## config.mk

```make
export PLATFORM = sky130hd
export DESIGN_NAME = multi_fan_tachometer_flat
export DESIGN_NICKNAME = d
export VERILOG_FILES = /design/src/sv/mft_pkg.sv /design/src/sv/mft_req_if.sv /design/src/sv/mft_rsp_if.sv /design/src/sv/mft_front.sv /design/src/sv/mft_queue.sv /design/src/sv/mft_back.sv /design/src/sv/multi_fan_tachometer.sv /design/src/flat_wrapper.sv
export VERILOG_INCLUDE_DIRS = /design/src /design/src/sv
export SDC_FILE = /design/constraint.sdc
export NUM_CORES = 2
export LEC_CHECK = 0
export BUFFER_PORTS_ARGS = -buffer_cell sky130_fd_sc_hd__buf_4
export CORE_ASPECT_RATIO = 1.1
export CORE_MARGIN = 2
export CORE_UTILIZATION = 63
export CTS_CLUSTER_SIZE = 40
export DETAILED_ROUTE_END_ITERATION = 10
export PLACE_DENSITY = 0.81
export SLEW_MARGIN = 20
export SYNTH_ARGS = -nofsm -noshare
export SYNTH_HDL_FRONTEND = slang
export SYNTH_HIERARCHICAL = 1
export SYNTH_SLANG_ARGS = --single-unit
export TNS_END_PERCENT = 50
```

## constraint.sdc

```tcl
create_clock -name clock -period 9.19 [get_ports clock]
set_input_delay 0.4595 -clock clock [delete_from_list [all_inputs] [get_ports clock]]
set_output_delay 0.4595 -clock clock [all_outputs]
set_load 0.02 [all_outputs]
```

## src/sv/multi_fan_tachometer_assert.svh

```systemverilog
// assertion macros shared by the tachometer rtl
`ifndef MULTI_FAN_TACHOMETER_ASSERT_SVH
`define MULTI_FAN_TACHOMETER_ASSERT_SVH

`ifndef SYNTHESIS
// concurrent check, quiet while reset is high
`define MFT_ASSERT(label, clk, rst, prop) \
   label: assert property (@(posedge clk) disable iff (rst) prop) \
      else $error("%m: check failed");
// concurrent check that also runs through reset
`define MFT_ASSERT_ALWAYS(label, clk, prop) \
   label: assert property (@(posedge clk) prop) \
      else $error("%m: check failed");
`else
`define MFT_ASSERT(label, clk, rst, prop)
`define MFT_ASSERT_ALWAYS(label, clk, prop)
`endif

`endif

```

## src/sv/mft_pkg.sv

```systemverilog
package mft_pkg;

   // sizes
   localparam int NUM_FANS     = 5;
   localparam int FAN_BITS     = 3;
   localparam int TIME_BITS    = 48;
   localparam int LIMIT_W      = 24;
   localparam int NUM_W        = 32;
   localparam int CSR_IDX_BITS = 2;
   localparam int CSR_DATA_W   = 32;

   // divider step counter
   localparam int DIV_STEP_BITS = $clog2(NUM_W);

   // queue between front and back, depth is a power of two
   localparam int QUEUE_DEPTH    = 2;
   localparam int QUEUE_PTR_BITS = $clog2(QUEUE_DEPTH);

   // operation codes
   localparam logic OP_EDGE = 1'b0;
   localparam logic OP_READ = 1'b1;

   // register indexes
   localparam logic [CSR_IDX_BITS-1:0] CSR_MIN_INTERVAL = 2'd0;
   localparam logic [CSR_IDX_BITS-1:0] CSR_MAX_AGE      = 2'd1;
   localparam logic [CSR_IDX_BITS-1:0] CSR_NUMERATOR    = 2'd2;

   // register reset values
   localparam logic [LIMIT_W-1:0] MIN_INTERVAL_RESET = 24'd1250;
   localparam logic [LIMIT_W-1:0] MAX_AGE_RESET      = 24'd1000000;
   localparam logic [NUM_W-1:0]   NUMERATOR_RESET    = 32'd15000000;

   // work handed from front to back
   typedef struct packed {
      logic               rd_div;
      logic               accepted;
      logic [LIMIT_W-1:0] divisor;
   } job_type;

   typedef enum logic [1:0] {
      S_IDLE,
      S_DIV,
      S_DONE
   } back_state_type;

endpackage

```

## src/sv/mft_req_if.sv

```systemverilog
interface mft_req_if;
   import mft_pkg::*;

   logic                 valid;
   logic                 ready;
   logic                 operation;
   logic [FAN_BITS-1:0]  fan_index;
   logic [TIME_BITS-1:0] timestamp_us;

   modport source (output valid, operation, fan_index, timestamp_us, input ready);
   modport sink (input valid, operation, fan_index, timestamp_us, output ready);
endinterface

```

## src/sv/mft_rsp_if.sv

```systemverilog
interface mft_rsp_if;
   import mft_pkg::*;

   logic             valid;
   logic             ready;
   logic             edge_accepted;
   logic [NUM_W-1:0] rpm;

   modport source (output valid, edge_accepted, rpm, input ready);
   modport sink (input valid, edge_accepted, rpm, output ready);
endinterface

```

## src/sv/mft_front.sv

```systemverilog
module mft_front (
   input  logic                            clock,
   input  logic                            reset,
   mft_req_if.sink                         req_bus,
   input  logic [mft_pkg::LIMIT_W-1:0]     min_interval,
   input  logic [mft_pkg::LIMIT_W-1:0]     max_age,
   input  logic                            queue_full,
   output logic                            push_valid,
   output mft_pkg::job_type                push_job
);
   import mft_pkg::*;

   logic [TIME_BITS-1:0] last_edge_ff [NUM_FANS];
   logic [TIME_BITS-1:0] last_edge_in [NUM_FANS];
   logic [TIME_BITS-1:0] interval_ff  [NUM_FANS];
   logic [TIME_BITS-1:0] interval_in  [NUM_FANS];
   logic                 fire;
   logic                 fan_ok;
   logic [FAN_BITS-1:0]  idx;
   logic [TIME_BITS-1:0] delta;
   logic [TIME_BITS-1:0] iv;
   logic [TIME_BITS-1:0] min_ext;
   logic [TIME_BITS-1:0] max_ext;

   // take a transaction whenever the queue has room
   assign req_bus.ready = !queue_full;
   assign fire          = req_bus.valid && req_bus.ready;

   // channel lookup, out-of-range fans read channel zero and are masked
   assign fan_ok  = req_bus.fan_index < FAN_BITS'(NUM_FANS);
   assign idx     = fan_ok ? req_bus.fan_index : '0;
   assign delta   = req_bus.timestamp_us - last_edge_ff[idx];
   assign iv      = interval_ff[idx];
   assign min_ext = TIME_BITS'(min_interval);
   assign max_ext = TIME_BITS'(max_age);

   // classify the transaction
   always_comb begin
      push_valid        = fire;
      push_job.accepted = (req_bus.operation == OP_EDGE) && fan_ok && (delta >= min_ext);
      push_job.rd_div   = (req_bus.operation == OP_READ) && fan_ok && (iv != '0)
                          && (iv < max_ext) && (delta < max_ext);
      push_job.divisor  = iv[LIMIT_W-1:0];
   end

   // channel state update on an accepted edge
   always_comb begin
      last_edge_in = last_edge_ff;
      interval_in  = interval_ff;
      if (fire && push_job.accepted) begin
         last_edge_in[idx] = req_bus.timestamp_us;
         interval_in[idx]  = delta;
      end
   end

   always_ff @(posedge clock) begin
      if (reset) begin
         for (int i = 0; i < NUM_FANS; i++) begin
            last_edge_ff[i] <= '0;
            interval_ff[i]  <= '0;
         end
      end else begin
         last_edge_ff <= last_edge_in;
         interval_ff  <= interval_in;
      end
   end

endmodule

```

## src/sv/mft_queue.sv

```systemverilog
`include "multi_fan_tachometer_assert.svh"

module mft_queue (
   input  logic             clock,
   input  logic             reset,
   input  logic             push,
   input  mft_pkg::job_type push_job,
   output logic             full,
   input  logic             pop,
   output mft_pkg::job_type pop_job,
   output logic             empty
);
   import mft_pkg::*;

   job_type                   entries_ff [QUEUE_DEPTH];
   logic [QUEUE_PTR_BITS-1:0] wr_ptr_ff;
   logic [QUEUE_PTR_BITS-1:0] wr_ptr_in;
   logic [QUEUE_PTR_BITS-1:0] rd_ptr_ff;
   logic [QUEUE_PTR_BITS-1:0] rd_ptr_in;
   logic [QUEUE_PTR_BITS:0]   count_ff;
   logic [QUEUE_PTR_BITS:0]   count_in;

   assign full    = count_ff == (QUEUE_PTR_BITS+1)'(QUEUE_DEPTH);
   assign empty   = count_ff == '0;
   assign pop_job = entries_ff[rd_ptr_ff];

   // pointer and fill level
   always_comb begin
      wr_ptr_in = push ? wr_ptr_ff + 1'b1 : wr_ptr_ff;
      rd_ptr_in = pop ? rd_ptr_ff + 1'b1 : rd_ptr_ff;
      count_in  = count_ff;
      if (push && !pop) begin
         count_in = count_ff + 1'b1;
      end else if (pop && !push) begin
         count_in = count_ff - 1'b1;
      end
   end

   always_ff @(posedge clock) begin
      if (reset) begin
         wr_ptr_ff <= '0;
         rd_ptr_ff <= '0;
         count_ff  <= '0;
      end else begin
         wr_ptr_ff <= wr_ptr_in;
         rd_ptr_ff <= rd_ptr_in;
         count_ff  <= count_in;
      end
   end

   // entry storage
   always_ff @(posedge clock) begin
      if (push) begin
         entries_ff[wr_ptr_ff] <= push_job;
      end
   end

   `MFT_ASSERT(a_no_overflow, clock, reset, !(push && full))
   `MFT_ASSERT(a_no_underflow, clock, reset, !(pop && empty))
   `MFT_ASSERT_ALWAYS(a_empty_after_reset, clock, reset |=> empty)

endmodule

```

## src/sv/mft_back.sv

```systemverilog
`include "multi_fan_tachometer_assert.svh"

module mft_back (
   input  logic                        clock,
   input  logic                        reset,
   input  logic [mft_pkg::NUM_W-1:0]   numerator,
   input  logic                        empty,
   input  mft_pkg::job_type            pop_job,
   output logic                        pop,
   mft_rsp_if.source                   rsp_bus
);
   import mft_pkg::*;

   localparam logic [DIV_STEP_BITS-1:0] LAST_STEP = DIV_STEP_BITS'(NUM_W - 1);

   back_state_type           state_ff;
   back_state_type           state_in;
   logic [NUM_W-1:0]         quo_ff;
   logic [NUM_W-1:0]         quo_in;
   logic [LIMIT_W-1:0]       rem_ff;
   logic [LIMIT_W-1:0]       rem_in;
   logic [LIMIT_W-1:0]       div_ff;
   logic [LIMIT_W-1:0]       div_in;
   logic [DIV_STEP_BITS-1:0] count_ff;
   logic [DIV_STEP_BITS-1:0] count_in;
   logic                     rsp_valid_ff;
   logic                     rsp_valid_in;
   logic                     rsp_accepted_ff;
   logic                     rsp_accepted_in;
   logic [NUM_W-1:0]         rsp_rpm_ff;
   logic [NUM_W-1:0]         rsp_rpm_in;
   logic                     out_free;
   logic                     load_out;
   logic [LIMIT_W:0]         trial;
   logic [LIMIT_W:0]         diff;
   logic                     ge;

   assign out_free = !rsp_valid_ff || rsp_bus.ready;

   // one restoring division step
   assign trial = {rem_ff, quo_ff[NUM_W-1]};
   assign diff  = trial - {1'b0, div_ff};
   assign ge    = trial >= {1'b0, div_ff};

   // sequencer and divider
   always_comb begin
      state_in        = state_ff;
      quo_in          = quo_ff;
      rem_in          = rem_ff;
      div_in          = div_ff;
      count_in        = count_ff;
      pop             = 1'b0;
      load_out        = 1'b0;
      rsp_accepted_in = rsp_accepted_ff;
      rsp_rpm_in      = rsp_rpm_ff;
      unique case (state_ff)
         S_IDLE: begin
            if (!empty) begin
               if (pop_job.rd_div) begin
                  pop      = 1'b1;
                  quo_in   = numerator;
                  rem_in   = '0;
                  div_in   = pop_job.divisor;
                  count_in = '0;
                  state_in = S_DIV;
               end else if (out_free) begin
                  pop             = 1'b1;
                  load_out        = 1'b1;
                  rsp_accepted_in = pop_job.accepted;
                  rsp_rpm_in      = '0;
               end
            end
         end
         S_DIV: begin
            rem_in   = ge ? diff[LIMIT_W-1:0] : trial[LIMIT_W-1:0];
            quo_in   = {quo_ff[NUM_W-2:0], ge};
            count_in = count_ff + 1'b1;
            if (count_ff == LAST_STEP) begin
               state_in = S_DONE;
            end
         end
         S_DONE: begin
            if (out_free) begin
               load_out        = 1'b1;
               rsp_accepted_in = 1'b0;
               rsp_rpm_in      = quo_ff;
               state_in        = S_IDLE;
            end
         end
         default: begin
            state_in = S_IDLE;
         end
      endcase
   end

   // output register
   always_comb begin
      rsp_valid_in = rsp_valid_ff;
      if (load_out) begin
         rsp_valid_in = 1'b1;
      end else if (rsp_bus.ready) begin
         rsp_valid_in = 1'b0;
      end
   end

   always_ff @(posedge clock) begin
      if (reset) begin
         state_ff     <= S_IDLE;
         rsp_valid_ff <= 1'b0;
      end else begin
         state_ff     <= state_in;
         rsp_valid_ff <= rsp_valid_in;
      end
   end

   always_ff @(posedge clock) begin
      quo_ff          <= quo_in;
      rem_ff          <= rem_in;
      div_ff          <= div_in;
      count_ff        <= count_in;
      rsp_accepted_ff <= rsp_accepted_in;
      rsp_rpm_ff      <= rsp_rpm_in;
   end

   assign rsp_bus.valid         = rsp_valid_ff;
   assign rsp_bus.edge_accepted = rsp_accepted_ff;
   assign rsp_bus.rpm           = rsp_rpm_ff;

   `MFT_ASSERT(a_div_ends, clock, reset, state_ff == S_DIV && count_ff == LAST_STEP |=> state_ff == S_DONE)
   `MFT_ASSERT(a_no_pop_in_div, clock, reset, state_ff != S_IDLE |-> !pop)
   `MFT_ASSERT(a_read_rpm_no_accept, clock, reset, load_out && state_ff == S_DONE |=> !rsp_accepted_ff)

endmodule

```

## src/sv/multi_fan_tachometer.sv

```systemverilog
// Speed monitor for up to five fans. Each edge transaction carries a fan index
// and a 48-bit microsecond timestamp; each read transaction a fan index and the
// current time. Every request gives exactly one response, in request order:
// edge_accepted for edges that pass the glitch filter, rpm for valid reads.
// The front end classifies and updates channel state in the cycle a request is
// taken and queues it; edges and rejected reads pass from the queue to the
// response register once it is free, and a valid read occupies the back-end
// divider, one quotient bit per cycle, for all 32 quotient bits. The
// two-entry queue takes up to two more requests while a division runs. Register
// writes through csr_ are taken at once and should be made only while idle.
module multi_fan_tachometer (
   input  logic                                clock,
   input  logic                                reset,
   mft_req_if.sink                             req_bus,
   mft_rsp_if.source                           rsp_bus,
   input  logic                                csr_we,
   input  logic [mft_pkg::CSR_IDX_BITS-1:0]    csr_index,
   input  logic [mft_pkg::CSR_DATA_W-1:0]      csr_wdata
);
   import mft_pkg::*;

   logic [LIMIT_W-1:0] min_interval_ff;
   logic [LIMIT_W-1:0] min_interval_in;
   logic [LIMIT_W-1:0] max_age_ff;
   logic [LIMIT_W-1:0] max_age_in;
   logic [NUM_W-1:0]   numerator_ff;
   logic [NUM_W-1:0]   numerator_in;
   logic               push_valid;
   job_type            push_job;
   logic               queue_full;
   logic               pop;
   job_type            pop_job;
   logic               empty;

   // configuration registers
   always_comb begin
      min_interval_in = min_interval_ff;
      max_age_in      = max_age_ff;
      numerator_in    = numerator_ff;
      if (csr_we) begin
         unique case (csr_index)
            CSR_MIN_INTERVAL: min_interval_in = csr_wdata[LIMIT_W-1:0];
            CSR_MAX_AGE:      max_age_in      = csr_wdata[LIMIT_W-1:0];
            CSR_NUMERATOR:    numerator_in    = csr_wdata[NUM_W-1:0];
            default: begin
               numerator_in = numerator_ff;
            end
         endcase
      end
   end

   always_ff @(posedge clock) begin
      if (reset) begin
         min_interval_ff <= MIN_INTERVAL_RESET;
         max_age_ff      <= MAX_AGE_RESET;
         numerator_ff    <= NUMERATOR_RESET;
      end else begin
         min_interval_ff <= min_interval_in;
         max_age_ff      <= max_age_in;
         numerator_ff    <= numerator_in;
      end
   end

   // classify and update channel state
   mft_front u_front (
      .clock        (clock),
      .reset        (reset),
      .req_bus      (req_bus),
      .min_interval (min_interval_ff),
      .max_age      (max_age_ff),
      .queue_full   (queue_full),
      .push_valid   (push_valid),
      .push_job     (push_job)
   );

   // decoupling queue
   mft_queue u_queue (
      .clock    (clock),
      .reset    (reset),
      .push     (push_valid),
      .push_job (push_job),
      .full     (queue_full),
      .pop      (pop),
      .pop_job  (pop_job),
      .empty    (empty)
   );

   // divider and response register
   mft_back u_back (
      .clock     (clock),
      .reset     (reset),
      .numerator (numerator_ff),
      .empty     (empty),
      .pop_job   (pop_job),
      .pop       (pop),
      .rsp_bus   (rsp_bus)
   );

endmodule
```

## src/flat_wrapper.sv

```systemverilog
// flat-port wrapper written by rule: the top's interface ports become plain ports
module multi_fan_tachometer_flat import mft_pkg::*;
  (clock, reset, csr_we, csr_index, csr_wdata, req_bus_valid, req_bus_operation, req_bus_fan_index, req_bus_timestamp_us, req_bus_ready, rsp_bus_valid, rsp_bus_edge_accepted, rsp_bus_rpm, rsp_bus_ready);
  mft_req_if req_bus_i ();
  mft_rsp_if rsp_bus_i ();
  input  logic clock;
  input  logic reset;
  input  logic csr_we;
  input  logic [mft_pkg::CSR_IDX_BITS-1:0] csr_index;
  input  logic [mft_pkg::CSR_DATA_W-1:0] csr_wdata;
  input wire logic [$bits(req_bus_i.valid)-1:0] req_bus_valid;
  input wire logic [$bits(req_bus_i.operation)-1:0] req_bus_operation;
  input wire logic [$bits(req_bus_i.fan_index)-1:0] req_bus_fan_index;
  input wire logic [$bits(req_bus_i.timestamp_us)-1:0] req_bus_timestamp_us;
  output wire logic [$bits(req_bus_i.ready)-1:0] req_bus_ready;
  output wire logic [$bits(rsp_bus_i.valid)-1:0] rsp_bus_valid;
  output wire logic [$bits(rsp_bus_i.edge_accepted)-1:0] rsp_bus_edge_accepted;
  output wire logic [$bits(rsp_bus_i.rpm)-1:0] rsp_bus_rpm;
  input wire logic [$bits(rsp_bus_i.ready)-1:0] rsp_bus_ready;
  assign req_bus_i.valid = req_bus_valid;
  assign req_bus_i.operation = req_bus_operation;
  assign req_bus_i.fan_index = req_bus_fan_index;
  assign req_bus_i.timestamp_us = req_bus_timestamp_us;
  assign req_bus_ready = req_bus_i.ready;
  assign rsp_bus_valid = rsp_bus_i.valid;
  assign rsp_bus_edge_accepted = rsp_bus_i.edge_accepted;
  assign rsp_bus_rpm = rsp_bus_i.rpm;
  assign rsp_bus_i.ready = rsp_bus_ready;
  multi_fan_tachometer u_core (.clock(clock), .reset(reset), .req_bus(req_bus_i), .rsp_bus(rsp_bus_i), .csr_we(csr_we), .csr_index(csr_index), .csr_wdata(csr_wdata));
endmodule
```

**Word-level counts from Yosys, hierarchy flattened**

Memories as Yosys holds them, arrays and structs flattened. A register that Yosys moved wholly into a read port is not among the register bits.
Cells that the tools add are included.
W data, S select, Z words.

- Flip-flop bits (word level): 685
- Bits in latches: 0
- Bits in writable memories: 52
- ROM bits: 0
- Input bits: 91
- Output and inout bits: 35
- Word-level logic and storage cells: 136
- Memories kept: 1

- $add $sub $neg: 7
- Multipliers: 0
- Divide/modulo/power cells: 0
- Magnitude comparators: 7
- Eq/ne operators: 12
- Shifts and indexed selects: 0
- Mux-type cells: 51
- Bitwise operators: 3
- Reduce and logical (&&, ||, !) cells: 31

Memory list:

| memory | words | bits a word | rd ports | clocked after memory_dff | write ports | RTL line | source |
|---|---|---|---|---|---|---|---|
| u_core.u_queue.entries_ff | 2 | 26 | 1 | 1 | 1 | mft_queue.sv:15 | `job_type entries_ff [QUEUE_DEPTH];` |

Operator list:

| operator | count |
|---|---|
| $bwmux W240 | 2 |
| $bmux W48 S3 | 2 |
| $mux W48 | 5 |
| $mux W32 | 6 |
| $demux W48 S3 | 1 |
| $pmux W32 S2 | 2 |
| $lt A48 B24 Y1 | 2 |
| $mux W24 | 3 |
| $ge A48 B24 Y1 | 1 |
| $pmux W24 S2 | 1 |
| $reduce_bool A48 Y1 | 1 |
| $sub A48 B48 Y48 | 1 |
| $ge A25 B24 Y1 | 1 |
| $sub A24 B24 Y24 | 1 |
| $mux W1 | 16 |
| $mux W2 | 6 |
| $logic_and A1 B1 Y1 | 11 |
| $mux W5 | 2 |
| $ne A2 B2 Y1 const B | 5 |
| $pmux W5 S2 | 1 |
| $reduce_bool A2 Y1 | 4 |
| $eq A2 B2 Y1 const B | 3 |
| $logic_not A2 Y1 | 3 |
| $pmux W2 S3 | 1 |
| other kinds (20) | 30 |

**Logic depth before layout (Yosys ltp)**

- Depth in word-level cells: 10
- Gate-level depth with buffers: 34
- Mapped depth without buffers: 26

**Cells and area by module**

Netlist, hierarchy kept.

Modules (own cells, without submodules):

| module | times used | cells an instance | area an instance (µm²) | seq. area each (µm²) |
|---|---|---|---|---|
| mft_front | 1 | 2916 | 27330.0 | 9609.2 |
| mft_back | 1 | 575 | 6303.5 | 3603.5 |
| multi_fan_tachometer | 1 | 318 | 3330.7 | 1601.5 |
| mft_queue | 1 | 103 | 2082.0 | 1661.6 |

**Worst setup path after synthesis**

Ideal clock, no wire load.

- Kind: in2reg
- Start: input port req_bus_fan_index[1]
- End: register u_core/u_front/last_edge_ff[133] (netlist name)
- Setup time: 0.072 ns
- Data arrival time: 6.984 ns
- Required time: 9.118 ns
- Setup slack: 2.134 ns
- Stages: 31
- Buffers on the path: 9
- Path through: clkbuf_1 buf_2 buf_1 buf_2 buf_1 buf_1 mux2_2 a222oi_1 ha_1 nor2b_1 o2111ai_1 nand2_1 and2_1 nor2_1 o21ai_0 xor2_1 ha_1 a21o_1 a21o_1 a21o_1 a21oi_1 nor2b_1 o21ai_0 nand2b_1 a221oi_1 nand4_2 nand3_1 buf_4 buf_6 buf_6 mux2i_1

- Word-level cells in the longest chain between the ends: 10
- Elaborated cells between the ends (all ways): 17
- Classes of those cells: 1 x add/sub; 4 x order compare; 7 x mux; 1 x bitwise; 4 x reduce/logical

RTL lines:

| what | RTL line | source |
|---|---|---|
| from (decl) | flat_wrapper.sv:13 | `input wire logic [$bits(req_bus_i.fan_index)-1:0] req_bus_fan_index;` |
| $lt A3 B3 Y1 | mft_front.sv:30 | `assign fan_ok = req_bus.fan_index < FAN_BITS'(NUM_FANS);` |
| $mux W3 (*) | mft_front.sv:31 | `assign idx = fan_ok ? req_bus.fan_index : '0;` |
| $not A3 Y4 (implied by the code) (*) | mft_front.sv:32 | `assign delta = req_bus.timestamp_us - last_edge_ff[idx];` |
| $bmux W48 S3 (*) | mft_front.sv:32 |  |
| $mux W48 (implied by the code) (*) (2 in series) | mft_front.sv:32 |  |
| $sub A48 B48 Y48 (*) | mft_front.sv:32 |  |
| named net u_core.u_front.delta[17] | mft_front.sv:20 | `logic [TIME_BITS-1:0] delta;` |
| $ge A48 B24 Y1 (*) | mft_front.sv:40 | `push_job.accepted = (req_bus.operation == OP_EDGE) && fan_ok && (delta >= min_ext);` |
| $logic_and A1 B1 Y1 (*) | mft_front.sv:40 |  |
| $logic_and A1 B1 Y1 (*) | mft_front.sv:50 | `if (fire && push_job.accepted) begin` |
| to (signal assigned) | mft_front.sv:63 | `last_edge_ff <= last_edge_in;` |
| to (decl) | mft_front.sv:13 | `logic [TIME_BITS-1:0] last_edge_ff [NUM_FANS];` |

Mark *: on every way through the listed nets, which the timed path passes. The rest lies on a longest branch. The select of a mux whose other input is x is not followed.
A chain may end at the register's enable or synchronous reset.

**Worst setup path in the final report**

- Start: input port req_bus_fan_index[1]
- End: register u_core/u_front/last_edge_ff[125] (netlist name)

Same word-level chain as after synthesis.

==> impl_results.md <==
* Status: complete, no violations
* Worst slack at placement at 1.39 ns
* Final hold slack at 0.114 ns
* Yosys warnings at 6
* Final WS setup at approximately 1.8 ns
* Area growth from synthesis to layout at 9.32%
* Fmax at 135 MHz
* Distinct cells, synth at 89
* HP Class: in -> reg
* Core area at 61,200 sq um
* Total power at between 9 and 10 mW
* Largest net degree at the start of global routing at 301
* Syn Area/Cell at approximately 10 sq um
* Cell Pwr Density at around 220 nW/um^2
* Worst EP arrival at about 8.0 ns
* Top FF cell, synth: dfxtp_1
* Total die area at approximately 64,000 sq um
* Share of post-route cells with drive strength above 1 at 10.4%
* Initial DRC count at between 2,000 and 3,000
* Setup crit start kind: primary input
* Syn Std Cell Area at roughly 40,000 sq um
* DP Wirelength at between 60 and 70 mm
* Dpl cells at 4,644
* Fin cells at roughly 4,800
* CTS Hold Bufs at 0
* FILL cells at roughly 4,600
* Max incr delay on CP at 0.61 ns
* LEAKAGE at around 18 nW
* Relative slew margins at ~23%
* Clock skew at ~0.018 ns
* Wirelength per Cell at roughly 21 microns
* Most used cell, CP: a21o_1
* Register area at about 16,000 sq um
* Synthesis-stage register bit count at around 740
* Post-synth EDFFs at 170
* Max VDD drop at ~210 uV
* TritonCTS clock tree: built
* Root Driver: clkbuf_16
* Slowest CP cell: xor2_1
* Remaining DRCs at 0
* Number of global-route vias before repair at approximately 29,000
* Gates resized, CTS repair at 0
* Sink Count at between 700 and 800
* Die height at roughly 270 microns
* Clk_lat worst skew at around 0.62 ns
* Register area share after synthesis at 42.2%
* Slew @ Worst Pin at ~1.2 ns
* Unrepaired setup endpoints after global routing: no
* Gate Count Post-Synth at slightly below 4,000
* Fin nets at 4,136
* Delay-heaviest family, CP: compound AO/OA/AOI/OAI gates
* Critical path buffer and inverter count at 3
* I/O pin cnt at between 100 and 150
* Initial Util at 63.8%
* Remaining antenna violation count at 0
* Inserted Clock Buffers at 77
* Drt pass-1 iters at 9
* First-pass GRT wire length at between 150 and 200 mm
* Max-cap violations at 0
* Final Hold Fails at 0
* Chip width at ~240 microns
* GRT Total Usage at 31.1%
* Final Max Tran Viols at 0
* DR vias/cell at around 6
* Initial antenna violation count at 2
* Crit. End Element: register
* Port Buffer Count at 125
* Clock transition at path regs at roughly 0.06 ns
* Wirelength, routed at approximately 100 mm
* Crit Path Max Fanout at 38
* CP Class: in -> reg
* RePlAce Congestion at between 0.9 and 1
* Std-Cell Rows at between 90 and 100
* Final period util at 80.6%
* Clock buffer depth at 3
* Multi-input gate area at ~21,000 sq um
* Syn nets at ~4,100
* Global route overflow at 0
* Via count at 29,400
* Final Setup Violations at 0
* Worst EP required at 9.73 ns
* Final min period at ~7.4 ns
* Post-CTS Setup Bufs at 0
* H-tree depth at 3
* Final setup TNS at 0 ns
* Async SR Flop Fraction at 0%
[stage by stage]
step,area (sq um),utilization (%)
final,42700,69.7
after CTS,42700,69.7
after detailed placement,40100,65.5
after floorplan,39000,-
after global routing,42700,69.7
after global placement,40100,65.5
[registers in the layout, summed over array words and instances, names as in the netlist, named ones only]
signal and count:
u_core/u_back/rsp_bus.valid 1, u_core/u_queue/entries_ff 52, u_core/u_back/rem_ff 24, u_core/u_queue/rd_ptr_ff 1
u_core/u_front/last_edge_ff 240, u_core/max_age_ff 24, u_core/u_front/interval_ff 240, u_core/min_interval_ff 24
u_core/numerator_ff 32, u_core/u_queue/wr_ptr_ff 1, u_core/u_back/div_ff 24, u_core/u_back/rsp_bus.rpm 32
u_core/u_back/quo_ff 32, u_core/u_back/rsp_bus.edge_accepted 1, u_core/u_back/count_ff 5, u_core/u_back/state_ff 2
u_core/u_queue/count_ff 2
[layout make-up]
class / instances / share of cell area [%]
Multi-Input combinational cell: 2822 / 48.9
Sequential cell: 738 / 38.6
Clock buffer: 105 / 5.19
Timing Repair Buffer: 168 / 3.19
Tap cell: 824 / 2.42
Clock inverter: 33 / 0.900
Inverter: 92 / 0.809
Antenna cell: 2 / 0.0117
[worst min-delay path, delay by kind of cell]
kind / cells / cell delay [ns]
buffers and inverters: 1 / 0.11
AND/OR/NAND/NOR: 1 / 0.06
multiplexers: 1 / 0.06
[per-layer routing]
layer	up-vias	share of wire (%)	GRT usage, %
met5	-	0.0099	0
met4	2	5.2	16.1
met3	286	6.3	4.17
met2	1081	47	52.0
met1	14200	41	39.2
li1	13800	-	-
[path summary, 6_finish.rpt]
path,from,endpoint,slack (ns),cells after the start
max,req_bus_fan_index[1],u_core/u_front/last_edge_ff[125]$_SDFFE_PP0P_,1.79,26
max reg2reg,u_core/u_front/last_edge_ff[200]$_SDFFE_PP0P_,u_core/u_front/last_edge_ff[125]$_SDFFE_PP0P_,2.45,23
min,csr_wdata[30],u_core/numerator_ff[30]$_SDFFE_PP0P_,0.11,3
min reg2reg,u_core/numerator_ff[27]$_SDFFE_PP0P_,u_core/numerator_ff[27]$_SDFFE_PP0P_,0.47,2
[layout by cell type (no fill, tap or decap), types with 25 or more instances in the layout]
cell type,synthesis,routed
a221oi_1,52,52
and2_1,41,38
clkbuf_16,0,80
inv_1,91,90
nor2_1,149,144
a21oi_1,108,108
nor3_1,29,29
xnor2_1,39,39
mux2i_1,631,631
mux2_2,62,62
a21o_1,36,36
ha_1,144,144
nand2_1,282,282
buf_4,41,159
nand4_1,36,36
a221o_1,25,25
dfxtp_1,568,568
o21ai_0,98,98
nand2b_1,665,664
a31oi_1,40,40
edfxtp_1,170,170
o22ai_1,26,26
nand3_1,40,37
[report_power, final]
part	total, mW	internal [mW]	switching (mW)	leakage [nW]
combinational	2.36	0.902	1.46	11.0
sequential	3.86	3.72	0.137	6.21
clock	3.21	1.91	1.29	1.27
total	9.43	6.54	2.89	18.5
[cells in the mapped netlist (all sizes together) (37+ instances only)]
master	instances	area, sq um
a21o	37	279
a21oi	110	566
a221oi	52	455
a31oi	40	250
and2	41	257
buf	107	882
clkbuf	153	574
dfxtp	568	11400
edfxtp	170	5100
ha	144	1800
inv	92	345
mux2	63	709
mux2i	631	6320
nand2	282	1060
nand2b	665	4160
nand3	40	200
nand4	37	238
nor2	149	559
o21ai	115	583
xnor2	39	342
[logic make-up (layout without fill, tap and decap cells)]
kind of cell    Yosys count  in the layout  share of synthesized area, %
compound gates          556            556                          9.91
xor+xnor                 63             63                          1.41
fa+ha+maj               146            146                          4.72
buf+inv                 352            398                          4.61
flops                   738            738                          42.2
mux                     694            694                          18.0
other cells               0              2                             0
simple gates           1363           1363                          19.2
(Power assumes the default switching activity.)
